### config.mk
export PLATFORM = sky130hd
export DESIGN_NAME = space_vector_pwm_duty
export DESIGN_NICKNAME = d
export VERILOG_FILES = /design/src/rtl/svpwm_pkg.sv /design/src/rtl/svpwm_mult.sv /design/src/rtl/svpwm_sector.sv /design/src/rtl/svpwm_time.sv /design/src/rtl/svpwm_route.sv /design/src/rtl/space_vector_pwm_duty.sv
export SDC_FILE = /design/constraint.sdc
export NUM_CORES = 2
export LEC_CHECK = 0
export BUFFER_PORTS_ARGS = -buffer_cell sky130_fd_sc_hd__clkbuf_2
export CORE_UTILIZATION = 60
export CTS_CLUSTER_DIAMETER = 40
export DETAILED_ROUTE_END_ITERATION = 6
export HOLD_SLACK_MARGIN = 0.05
export PLACE_DENSITY_LB_ADDON = 0.15
export RECOVER_POWER = 50
export SLEW_MARGIN = 20
export SYNTH_ARGS = -nofsm -noshare
export SYNTH_HDL_FRONTEND = slang
export SYNTH_SLANG_ARGS = --single-unit
### constraint.sdc
create_clock -name clk -period 11.1 [get_ports clk]
set_clock_uncertainty 0.2 [all_clocks]
set_input_delay 2.22 -clock clk [delete_from_list [all_inputs] [get_ports clk]]
set_output_delay 2.22 -clock clk [all_outputs]
set_load 0.005 [all_outputs]
### src/rtl/svpwm_pkg.sv
// ----------------------------------------------------------------------------
// svpwm_pkg
// Shared types, constants and helpers for the space vector PWM duty pipeline.
// ----------------------------------------------------------------------------
`default_nettype none

package svpwm_pkg;

  // Field widths
  localparam int unsigned REF_W  = 16;  // signed Q2.14 reference
  localparam int unsigned DUTY_W = 16;  // unsigned Q1.15 duty
  localparam int unsigned PROD_W = 34;  // product width, holds 3*a^2 and b*2/sqrt3
  localparam int unsigned P_W    = 16;  // b/sqrt3 after rounding
  localparam int unsigned T_W    = 18;  // active-vector times
  localparam int unsigned ACC_W  = 21;  // raw duties before saturation

  // Q16 constants for 1/sqrt3 and 2/sqrt3, carried as positive signed values
  localparam logic signed [PROD_W-1:0] INV_SQRT3_Q16     = 34'sd37837;
  localparam logic signed [PROD_W-1:0] TWO_INV_SQRT3_Q16 = 34'sd75674;
  localparam logic signed [PROD_W-1:0] ROUND_Q16         = 34'sd32768;

  localparam logic signed [ACC_W-1:0] ONE_Q14  = 21'sd16384;
  localparam logic signed [ACC_W-1:0] FULL_Q15 = 21'sd32768;
  localparam logic [DUTY_W-1:0]       DUTY_FULL = 16'd32768;
  localparam logic [DUTY_W-1:0]       DUTY_HALF = 16'd16384;

  typedef enum logic [2:0] {
    SECTOR_1 = 3'd0,
    SECTOR_2 = 3'd1,
    SECTOR_3 = 3'd2,
    SECTOR_4 = 3'd3,
    SECTOR_5 = 3'd4,
    SECTOR_6 = 3'd5
  } sector_t;

  typedef enum logic [1:0] {
    PHASE_A = 2'd0,
    PHASE_B = 2'd1,
    PHASE_C = 2'd2
  } phase_t;

  // Stage 1 result: products and rounded constant multiplies
  typedef struct packed {
    logic                     mod_en;
    logic                     b_neg;
    logic signed [REF_W-1:0]  a;
    logic signed [P_W-1:0]    p;
    logic signed [T_W-1:0]    q;
    logic signed [PROD_W-1:0] bb;
    logic signed [PROD_W-1:0] aa3;
  } prod_t;

  // Stage 2 result: sector and active-vector times
  typedef struct packed {
    logic                  mod_en;
    sector_t               sector;
    logic signed [T_W-1:0] t1;
    logic signed [T_W-1:0] t2;
  } times_t;

  // Stage 3 result: raw low/mid/high duties
  typedef struct packed {
    logic                    mod_en;
    sector_t                 sector;
    logic signed [ACC_W-1:0] d_lo;
    logic signed [ACC_W-1:0] d_mid;
    logic signed [ACC_W-1:0] d_hi;
  } raw_duty_t;

  // Phase that carries the lowest duty in each sector
  function automatic phase_t sector_low(input sector_t s);
    phase_t ph;
    case (s)
      SECTOR_1: ph = PHASE_A;
      SECTOR_2: ph = PHASE_B;
      SECTOR_3: ph = PHASE_B;
      SECTOR_4: ph = PHASE_C;
      SECTOR_5: ph = PHASE_C;
      default:  ph = PHASE_A;
    endcase
    return ph;
  endfunction

  // Phase that carries the middle duty in each sector
  function automatic phase_t sector_mid(input sector_t s);
    phase_t ph;
    case (s)
      SECTOR_1: ph = PHASE_B;
      SECTOR_2: ph = PHASE_A;
      SECTOR_3: ph = PHASE_C;
      SECTOR_4: ph = PHASE_B;
      SECTOR_5: ph = PHASE_A;
      default:  ph = PHASE_C;
    endcase
    return ph;
  endfunction

  // Saturate a raw duty to 0..full period
  function automatic logic [DUTY_W-1:0] clamp_duty(input logic signed [ACC_W-1:0] d);
    logic [DUTY_W-1:0] r;
    if (d < 0) begin
      r = '0;
    end else if (d > FULL_Q15) begin
      r = DUTY_FULL;
    end else begin
      r = d[DUTY_W-1:0];
    end
    return r;
  endfunction

endpackage

`default_nettype wire

### src/rtl/svpwm_mult.sv
// ----------------------------------------------------------------------------
// svpwm_mult
// Stage 1: constant multiplies b/sqrt3, 2b/sqrt3 with rounding, b^2 and 3a^2.
// ----------------------------------------------------------------------------
`default_nettype none

module svpwm_mult (
  input  wire                                    clk,
  input  wire                                    rst,
  input  wire                                    en,
  input  wire                                    vld_in,
  input  wire                                    mod_en,
  input  wire  signed [svpwm_pkg::REF_W-1:0]     a_in,
  input  wire  signed [svpwm_pkg::REF_W-1:0]     b_in,
  output logic                                   vld,
  output svpwm_pkg::prod_t                       prod
);

  logic signed [svpwm_pkg::PROD_W-1:0] p_prod;
  logic signed [svpwm_pkg::PROD_W-1:0] q_prod;
  logic signed [svpwm_pkg::T_W-1:0]    a3;
  svpwm_pkg::prod_t                    prod_next;

  // Rounded products: floor((b*k + 0.5) / 2^16) by arithmetic bit select
  assign p_prod = svpwm_pkg::PROD_W'(b_in) * svpwm_pkg::INV_SQRT3_Q16
                  + svpwm_pkg::ROUND_Q16;
  assign q_prod = svpwm_pkg::PROD_W'(b_in) * svpwm_pkg::TWO_INV_SQRT3_Q16
                  + svpwm_pkg::ROUND_Q16;
  assign a3     = svpwm_pkg::T_W'(a_in) + (svpwm_pkg::T_W'(a_in) <<< 1);

  always_comb begin
    prod_next.mod_en = mod_en;
    prod_next.b_neg  = b_in[svpwm_pkg::REF_W-1];
    prod_next.a      = a_in;
    prod_next.p      = p_prod[16 +: svpwm_pkg::P_W];
    prod_next.q      = q_prod[16 +: svpwm_pkg::T_W];
    prod_next.bb     = svpwm_pkg::PROD_W'(b_in) * svpwm_pkg::PROD_W'(b_in);
    prod_next.aa3    = svpwm_pkg::PROD_W'(a_in) * svpwm_pkg::PROD_W'(a3);
  end

  // Valid clears on reset; payload does not
  always_ff @(posedge clk) begin
    if (rst) begin
      vld <= 1'b0;
    end else if (en) begin
      vld <= vld_in;
    end
  end

  always_ff @(posedge clk) begin
    if (en) begin
      prod <= prod_next;
    end
  end

endmodule

`default_nettype wire

### src/rtl/svpwm_sector.sv
// ----------------------------------------------------------------------------
// svpwm_sector
// Stage 2: sector from signs and b^2 vs 3a^2, then the two active times.
// ----------------------------------------------------------------------------
`default_nettype none

module svpwm_sector (
  input  wire                     clk,
  input  wire                     rst,
  input  wire                     en,
  input  wire                     vld_in,
  input  svpwm_pkg::prod_t        prod,
  output logic                    vld,
  output svpwm_pkg::times_t       times
);

  logic                             le;
  logic                             ge;
  logic                             a_neg;
  logic signed [svpwm_pkg::T_W-1:0] a18;
  logic signed [svpwm_pkg::T_W-1:0] p18;
  svpwm_pkg::sector_t               sector;
  svpwm_pkg::times_t                times_next;

  assign le    = prod.bb <= prod.aa3;
  assign ge    = prod.bb >= prod.aa3;
  assign a_neg = prod.a[svpwm_pkg::REF_W-1];
  assign a18   = svpwm_pkg::T_W'(prod.a);
  assign p18   = svpwm_pkg::T_W'(prod.p);

  // Sector pick, ties go to the lower sector
  always_comb begin
    if (!prod.b_neg) begin
      if (!a_neg && le) begin
        sector = svpwm_pkg::SECTOR_1;
      end else if (ge) begin
        sector = svpwm_pkg::SECTOR_2;
      end else begin
        sector = svpwm_pkg::SECTOR_3;
      end
    end else begin
      if (a_neg && le) begin
        sector = svpwm_pkg::SECTOR_4;
      end else if (ge) begin
        sector = svpwm_pkg::SECTOR_5;
      end else begin
        sector = svpwm_pkg::SECTOR_6;
      end
    end
  end

  // Active-vector times per sector
  always_comb begin
    times_next.mod_en = prod.mod_en;
    times_next.sector = sector;
    case (sector)
      svpwm_pkg::SECTOR_1: begin
        times_next.t1 = a18 - p18;
        times_next.t2 = prod.q;
      end
      svpwm_pkg::SECTOR_2: begin
        times_next.t1 = p18 - a18;
        times_next.t2 = a18 + p18;
      end
      svpwm_pkg::SECTOR_3: begin
        times_next.t1 = prod.q;
        times_next.t2 = -p18 - a18;
      end
      svpwm_pkg::SECTOR_4: begin
        times_next.t1 = -prod.q;
        times_next.t2 = p18 - a18;
      end
      svpwm_pkg::SECTOR_5: begin
        times_next.t1 = -a18 - p18;
        times_next.t2 = a18 - p18;
      end
      default: begin
        times_next.t1 = a18 + p18;
        times_next.t2 = -prod.q;
      end
    endcase
  end

  always_ff @(posedge clk) begin
    if (rst) begin
      vld <= 1'b0;
    end else if (en) begin
      vld <= vld_in;
    end
  end

  always_ff @(posedge clk) begin
    if (en) begin
      times <= times_next;
    end
  end

endmodule

`default_nettype wire

### src/rtl/svpwm_time.sv
// ----------------------------------------------------------------------------
// svpwm_time
// Stage 3: low/mid/high duties from the active times, overmodulation fallback.
// ----------------------------------------------------------------------------
`default_nettype none

module svpwm_time (
  input  wire                     clk,
  input  wire                     rst,
  input  wire                     en,
  input  wire                     vld_in,
  input  svpwm_pkg::times_t       times,
  output logic                    vld,
  output svpwm_pkg::raw_duty_t    raw
);

  logic signed [svpwm_pkg::ACC_W-1:0] t1w;
  logic signed [svpwm_pkg::ACC_W-1:0] t2w;
  logic signed [svpwm_pkg::ACC_W-1:0] t0;
  svpwm_pkg::raw_duty_t               raw_next;

  assign t1w = svpwm_pkg::ACC_W'(times.t1);
  assign t2w = svpwm_pkg::ACC_W'(times.t2);

  // low = t0, mid = t0 + 2*t1, high = mid + 2*t2, each formed directly
  assign t0 = svpwm_pkg::ONE_Q14 - t1w - t2w;

  always_comb begin
    raw_next.mod_en = times.mod_en;
    raw_next.sector = times.sector;
    if (t0 < 0) begin
      // overmodulation: pin low and high, mid from the second time
      raw_next.d_lo  = '0;
      raw_next.d_mid = svpwm_pkg::FULL_Q15 - (t2w <<< 1);
      raw_next.d_hi  = svpwm_pkg::FULL_Q15;
    end else begin
      raw_next.d_lo  = t0;
      raw_next.d_mid = svpwm_pkg::ONE_Q14 + t1w - t2w;
      raw_next.d_hi  = svpwm_pkg::ONE_Q14 + t1w + t2w;
    end
  end

  always_ff @(posedge clk) begin
    if (rst) begin
      vld <= 1'b0;
    end else if (en) begin
      vld <= vld_in;
    end
  end

  always_ff @(posedge clk) begin
    if (en) begin
      raw <= raw_next;
    end
  end

endmodule

`default_nettype wire

### src/rtl/svpwm_route.sv
// ----------------------------------------------------------------------------
// svpwm_route
// Stage 4: saturate, steer low/mid/high onto phases A/B/C, output register.
// ----------------------------------------------------------------------------
`default_nettype none

module svpwm_route (
  input  wire                                clk,
  input  wire                                rst,
  input  wire                                en,
  input  wire                                vld_in,
  input  svpwm_pkg::raw_duty_t               raw,
  output logic                               vld,
  output logic [svpwm_pkg::DUTY_W-1:0]       duty_a,
  output logic [svpwm_pkg::DUTY_W-1:0]       duty_b,
  output logic [svpwm_pkg::DUTY_W-1:0]       duty_c
);

  logic [svpwm_pkg::DUTY_W-1:0] c_lo;
  logic [svpwm_pkg::DUTY_W-1:0] c_mid;
  logic [svpwm_pkg::DUTY_W-1:0] c_hi;
  svpwm_pkg::phase_t            ph_lo;
  svpwm_pkg::phase_t            ph_mid;
  logic [svpwm_pkg::DUTY_W-1:0] duty_a_next;
  logic [svpwm_pkg::DUTY_W-1:0] duty_b_next;
  logic [svpwm_pkg::DUTY_W-1:0] duty_c_next;

  assign c_lo   = svpwm_pkg::clamp_duty(raw.d_lo);
  assign c_mid  = svpwm_pkg::clamp_duty(raw.d_mid);
  assign c_hi   = svpwm_pkg::clamp_duty(raw.d_hi);
  assign ph_lo  = svpwm_pkg::sector_low(raw.sector);
  assign ph_mid = svpwm_pkg::sector_mid(raw.sector);

  // Phase steering; disabled gives half duty everywhere
  always_comb begin
    if (!raw.mod_en) begin
      duty_a_next = svpwm_pkg::DUTY_HALF;
      duty_b_next = svpwm_pkg::DUTY_HALF;
      duty_c_next = svpwm_pkg::DUTY_HALF;
    end else begin
      duty_a_next = (ph_lo == svpwm_pkg::PHASE_A) ? c_lo :
                    (ph_mid == svpwm_pkg::PHASE_A) ? c_mid : c_hi;
      duty_b_next = (ph_lo == svpwm_pkg::PHASE_B) ? c_lo :
                    (ph_mid == svpwm_pkg::PHASE_B) ? c_mid : c_hi;
      duty_c_next = (ph_lo == svpwm_pkg::PHASE_C) ? c_lo :
                    (ph_mid == svpwm_pkg::PHASE_C) ? c_mid : c_hi;
    end
  end

  always_ff @(posedge clk) begin
    if (rst) begin
      vld <= 1'b0;
    end else if (en) begin
      vld <= vld_in;
    end
  end

  always_ff @(posedge clk) begin
    if (en) begin
      duty_a <= duty_a_next;
      duty_b <= duty_b_next;
      duty_c <= duty_c_next;
    end
  end

endmodule

`default_nettype wire

### src/rtl/space_vector_pwm_duty.sv
// Throughput: one transaction per cycle while out_stall is low; four register
// stages (multiply, sector, times, route) each hold one item and advance whenever
// downstream has room, so empty stages are filled even while the output is stalled.
// Reset (rst, synchronous): clears all stage valids and modulation_enable.
// ----------------------------------------------------------------------------
// space_vector_pwm_duty
// Six-sector space vector PWM: alpha/beta reference in, three phase duties out.
// ----------------------------------------------------------------------------
`default_nettype none

module space_vector_pwm_duty (
  input  wire                                  clk,
  input  wire                                  rst,
  // configuration
  input  wire                                  cfg_we,
  input  wire                                  cfg_wdata,
  // reference input
  input  wire                                  in_valid,
  output logic                                 in_stall,
  input  wire  signed [svpwm_pkg::REF_W-1:0]   v_alpha,
  input  wire  signed [svpwm_pkg::REF_W-1:0]   v_beta,
  // duty output
  output logic                                 out_valid,
  input  wire                                  out_stall,
  output logic [svpwm_pkg::DUTY_W-1:0]         duty_a,
  output logic [svpwm_pkg::DUTY_W-1:0]         duty_b,
  output logic [svpwm_pkg::DUTY_W-1:0]         duty_c
);

  logic                 modulation_enable;
  logic                 en1, en2, en3, en4;
  logic                 vld1, vld2, vld3;
  svpwm_pkg::prod_t     prod;
  svpwm_pkg::times_t    times;
  svpwm_pkg::raw_duty_t raw;

  // Enable register
  always_ff @(posedge clk) begin
    if (rst) begin
      modulation_enable <= 1'b0;
    end else if (cfg_we) begin
      modulation_enable <= cfg_wdata;
    end
  end

  // Stage advance: a stage loads when it is empty or the next one moves
  assign en4      = !out_valid || !out_stall;
  assign en3      = !vld3 || en4;
  assign en2      = !vld2 || en3;
  assign en1      = !vld1 || en2;
  assign in_stall = !en1;

  svpwm_mult u_mult (
    .clk    (clk),
    .rst    (rst),
    .en     (en1),
    .vld_in (in_valid),
    .mod_en (modulation_enable),
    .a_in   (v_alpha),
    .b_in   (v_beta),
    .vld    (vld1),
    .prod   (prod)
  );

  svpwm_sector u_sector (
    .clk    (clk),
    .rst    (rst),
    .en     (en2),
    .vld_in (vld1),
    .prod   (prod),
    .vld    (vld2),
    .times  (times)
  );

  svpwm_time u_time (
    .clk    (clk),
    .rst    (rst),
    .en     (en3),
    .vld_in (vld2),
    .times  (times),
    .vld    (vld3),
    .raw    (raw)
  );

  svpwm_route u_route (
    .clk    (clk),
    .rst    (rst),
    .en     (en4),
    .vld_in (vld3),
    .raw    (raw),
    .vld    (out_valid),
    .duty_a (duty_a),
    .duty_b (duty_b),
    .duty_c (duty_c)
  );

endmodule

`default_nettype wire

# Yosys cells after proc, flatten, opt, wreduce, memory -nomap -nowiden
# Index checks and enable logic that the tools add are counted.
[op_classes]
order_cmp = 9
div = 0
n_reduce_logical = 21
add_sub_neg = 17
n_shift = 0
n_eq_ne = 12
bitwise_logic = 0
n_mul = 4
mux = 21
[ops]
columns = ["cell", "n"]
rows = [
  ["2-to-1 mux 16 bit", 12],
  ["case mux 36 bit (5 select lines)", 1],
  ["< comparator 21 x 1 -> 1 bit, second input constant", 4],
  ["greater-than comparator 21 x 17 -> 1 bit, second input constant", 3],
  ["2-to-1 mux 42 bit", 1],
  ["subtractor 19 x 18 -> 20 bit", 2],
  ["negation 16 -> 18 bit", 2],
  ["subtractor 18 x 16 -> 18 bit", 2],
  ["adder 34 x 17 -> 34 bit, second input constant", 1],
  ["greater-or-equal comparator 34 bit", 1],
  ["<= comparator 34 bit", 1],
  ["multiplier 16 x 18 -> 34 bit", 1],
  ["subtractor 16 x 16 -> 17 bit", 2],
  ["multiplier 16 x 17 -> 33 bit, second input constant", 1],
  ["adder 32 x 17 -> 32 bit, second input constant", 1],
  ["multiplier 16 x 16 -> 32 bit", 1],
  ["multiplier 16 x 17 -> 32 bit, second input constant", 1],
  ["adder 19 x 18 -> 20 bit", 1],
  ["subtractor 17 x 19 -> 20 bit, first input constant", 1],
  ["adder 16 x 18 -> 19 bit, first input constant", 1],
  ["subtractor 16 x 18 -> 19 bit, first input constant", 1],
  ["adder 16 x 17 -> 18 bit", 1],
  ["negation 18 bit", 1],
  ["adder 16 x 16 -> 17 bit", 1],
  ["other kinds (15)", 40],
]
[totals]
register_bits = 280
mem_bits_ro = 0
ram_bits = 0
n_memories = 0
inputBits = 38
out_inout_bits = 50
wordCells = 108
latch_bits = 0

# Longest topological paths before layout
[logic_depth]
depth_word = 6
mapped_depth = 36
depth_no_buf = 35

# Modules after synthesis
# From an unflattened synthesis, not the netlist that was laid out.
[unflattened]
cells_unflattened = 4956
area_unflattened_um2 = 46479.6
[modules_own_cells]
columns = ["mod", "seq_area_each_um2", "n_inst", "area_each_um2", "cells_each"]
rows = [
  ["svpwm_mult", 3503.4, 1, 29883.7, 3020],
  ["svpwm_sector", 1221.2, 1, 7309.5, 941],
  ["svpwm_time", 1881.8, 1, 6065.8, 675],
  ["svpwm_route", 1461.4, 1, 3153.0, 311],
  ["space_vector_pwm_duty", 20.0, 1, 67.6, 9],
]

# Worst setup path after synthesis
# No wires, ideal clock.
[synth_timing]
kind = "input -> register"
startpoint = "input port v_alpha[0] (netlist name)"
endpoint = "register u_mult.prod[31] (netlist name)"
path_stages = 35
n_path_buf = 1
required_time_ns = 10.641
arrival_ns = 10.180
setup_slack_ns = 0.461
setup_ns = 0.259
path_cell_list = "ha_1 -> fa_1 -> a21o_1 -> a21oi_1 -> o21bai_1 -> a21oi_1 -> o21bai_1 -> a21oi_1 -> o21bai_1 -> a2111o_1 -> nand2_1 -> xnor2_1 -> clkbuf_1 -> nand2_1 -> fa_1 -> fa_1 -> fa_1 -> inv_1 -> fa_1 -> fa_1 -> inv_1 -> fa_1 -> inv_1 -> ha_1 -> a21o_1 -> a21o_1 -> a21o_1 -> a21oi_1 -> o21ai_1 -> a2111o_1 -> o21ai_2 -> o2111ai_1 -> a31oi_1 -> o21ai_0 -> xnor2_1"
[synth_lines]
columns = ["item", "line_no", "rtl"]
rows = [
  ["start: declaration", "space_vector_pwm_duty.sv:20", "input wire signed [svpwm_pkg::REF_W-1:0] v_alpha,"],
]

==> results summary <==
The run finished, with violations left. The checks that failed: max-capacitance violations, max-slew violations. The TritonCTS sink count is 271.

The number of vias per cell is 5.77. The minimum clock period came out at 10.54 ns. The effective utilization at floorplan came out at 0.611. The number of H-tree levels is 2. STA classifies the critical path startpoint as a primary input. The largest stage delay on the critical path came out at 0.52 ns. The final worst-path cycle share is 0.949. The layout net count came out at 6,071.

In the synthesized netlist the dominant register cell turns out to be sky130_fd_sc_hd__edfxtp_1. The kind of cell with the highest combined delay along the critical path is adder cells. The maximum clock insertion buffer count is 3.

The final weighted congestion in routability-driven placement is 0.938. Counting distinct cell types in the post-synthesis netlist gives 94. Counting both buffers and inverters, the worst setup path holds a total of 4. The most common cell in the synthesized netlist is sky130_fd_sc_hd__inv_1. The sum of routed wire length over all layers came out at 112 mm. The count of endpoints failing setup in the final report came out at 0. The number of iterations in the first detailed-routing pass is 6. The number of global-route vias before repair is 35.2k.

In this run the standard cell core region covers 0.0735 sq mm. The number of antenna violations at the first check in global routing came out at 1. After synthesis, the share of flip-flops with an asynchronous set or reset is 0. Of the post-synthesis cell area, the dominant cell type holds 0.281. For this design the top-level I/O count stands at 88. The post-cts hold buffer count came out at 0. The cell count of the worst hold path came out at 0.

The number of routed nets with antenna violations came out at 0. CTS placed an instance of sky130_fd_sc_hd__clkbuf_16 at the clock tree root. Setup repair after global routing left no endpoint under its margin. The clock-pin transition on the worst setup and hold timing paths is 0.06 ns. The routed via count is 33.8k. After detailed routing, the number of remaining DRC violations is 0. The net count of the mapped netlist came out at 6,022.

The measured slew at the worst slew-check pin came out at 3.41 ns. The worst endpoint data arrival time is 10.64 ns. Dividing the detail-routed wire length by the instance count gives 19.1 microns. The final antenna diode count is 0. Relative to the synthesized area, the layout overhead comes to 6.77%. At the later pin of the worst-skew pair, clock insertion delay measures 0.61 ns. The die area came out at 0.0759 sq mm. The headroom to the max-slew limit came out at -1.27. In this run, synthesis inferred 266 flip-flops with an integrated enable.

The path class of the tightest hold or removal check is reg -> reg. The total of flip-flops plus latches after synthesis came out at 271. The count of input and output buffers came out at 87.

The maximum fanout count along the critical path is 4. The global-route total usage across every layer is 0.306. Sorting the synthesized cells by area gives the leading types as sky130_fd_sc_hd__fa_1 28%, sky130_fd_sc_hd__edfxtp_1 18%, sky130_fd_sc_hd__ha_1 15%. The worst setup path is of the in -> reg kind. The maximum clock frequency is 94.9 MHz. Hold timing on the final database bottoms out at a slack of 0.219 ns. The remaining global-route overflow came out at 0.

The die width is 276 microns. The total CTS buffers is 48. STA classifies the critical path endpoint as a register. The mean instance size in the synthesized netlist came out at 9.33 sq um.

Among all stages on the critical path, the largest delay is contributed by sky130_fd_sc_hd__fa_1. The met2 layer wire length in the routed design is 56.4 mm. The hold violation count in the final report is 0. The height of the chip is 276 microns. The detailed router finished its first iteration with 2,471 violations. The global-route wire length before repair is 182 mm. The synthesized netlist occupies a cell area of 0.0449 sq mm. STA puts the critical path data required time at 11.20 ns. The number of max-cap violations came out at 7.

Among the stages of the critical path, the cell type that occurs most often is sky130_fd_sc_hd__fa_1. The share of final-layout standard cells stronger than drive strength 1 is 0.0504. TritonCTS built the clock tree. The detailed router used layers up to and including met4.

After synthesis, the most frequently instantiated cells are 944 x sky130_fd_sc_hd__inv_1, 630 x sky130_fd_sc_hd__fa_1, 543 x sky130_fd_sc_hd__ha_1. The detailed placement HPWL came out at 89.8 mm. The detailed router put a total of 43.9 mm of wire on met1. After detailed routing, the met3 layer carries 6.21 mm of wire. The sequential fraction of the synthesis area came out at 0.180. The number of cells on the critical path came out at 35. The floorplan has 99 rows. The biggest area contributor in the post-synthesis netlist is sky130_fd_sc_hd__fa_1. The largest net degree at the start of global routing is 75. The number of pins exceeding their max-slew limit in the final report is 297. The number of cells on the worst reg-to-reg path is 16. The number of warnings printed during yosys synthesis came out at 0. The number of cells produced by synthesis came out at 4,811.
-- per-layer routing --
layer  track usage  vias up
li1              -    15800
met1         0.374    16600
met2         0.540     1096
met3        0.0446      283
met4         0.127        0
met5             0        -
-- registers in the layout, indices dropped and copies added, names as in the netlist --
signal / count
u_route.duty_a: 16
u_sector.times: 40
u_sector.vld: 1
u_mult.prod: 116
u_route.duty_c: 16
u_time.raw: 62
u_mult.vld: 1
u_route.vld: 1
u_time.vld: 1
modulation_enable: 1
u_route.duty_b: 16
-- through the flow --
step	worst slack, ns	TNS [ns]	instance area (sq um)	instances	util
after floorplan	0.461	0	44900	4811	-
after global placement	0.0723	0	46500	5768	0.632
after detailed placement	-0.194	-0.337	46500	5768	0.632
after CTS	0.394	0	48000	5855	0.654
after global routing	0.0385	0	47900	5856	0.652
final	0.561	0	47900	5856	0.652
-- cell families after synthesis --
kind of cell / after synthesis / share of synthesized area
mux: 7 / 0.00162
xor+xnor: 237 / 0.0462
compound gates: 760 / 0.113
other cells: 1 / 0.0000835
buf+inv: 1105 / 0.0933
simple gates: 1256 / 0.133
flops: 271 / 0.180
fa+ha+maj: 1174 / 0.433
-- worst paths after layout --
kind         slack, ns                from               to
min               0.22  u_sector.times[37]   u_time.raw[64]
min reg2reg       0.22  u_sector.times[37]   u_time.raw[64]
max reg2reg       5.84   u_sector.times[1]   u_time.raw[40]
max               0.56          v_alpha[1]  u_mult.prod[33]
-- layout by cell type (no fill, tap or decap), drive strengths merged, types with 7 or more instances in the layout --
cell type / count
inv: 953
fa: 630
ha: 543
nand2: 404
nor2: 288
edfxtp: 266
a21oi: 195
xnor2: 182
o21ai: 174
clkbuf: 153
and2: 129
nand3: 117
nor3: 99
a21o: 61
xor2: 55
o211a: 49
buf: 47
nor2b: 39
and3: 33
nand2b: 32
clkinv: 32
or3: 30
o21bai: 30
nand4: 27
a31oi: 27
o21a: 22
a211oi: 19
o22ai: 19
a22oi: 18
nor4: 18
or2: 16
o31ai: 16
a221oi: 14
o211ai: 12
o221ai: 11
a2111oi: 9
a221o: 8
nor3b: 8
a21boi: 7
-- final cells by class --
type	count	area [sq um]
fill	6092	25500
clock buffer	50	1210
sequential	271	8090
timing repair buffer	150	818
tap	959	1200
inverter	954	3580
multi-input combinational	3435	32700
clock inverter	37	357
-- timing repair --
action                                  CTS  global route
buffers inserted                          0             1
endpoints found under the setup margin    0             2
gates resized for setup                   0             1
Power is not shown: default switching activity piles up to over one toggle a cycle in this logic, so the estimate is an artifact.
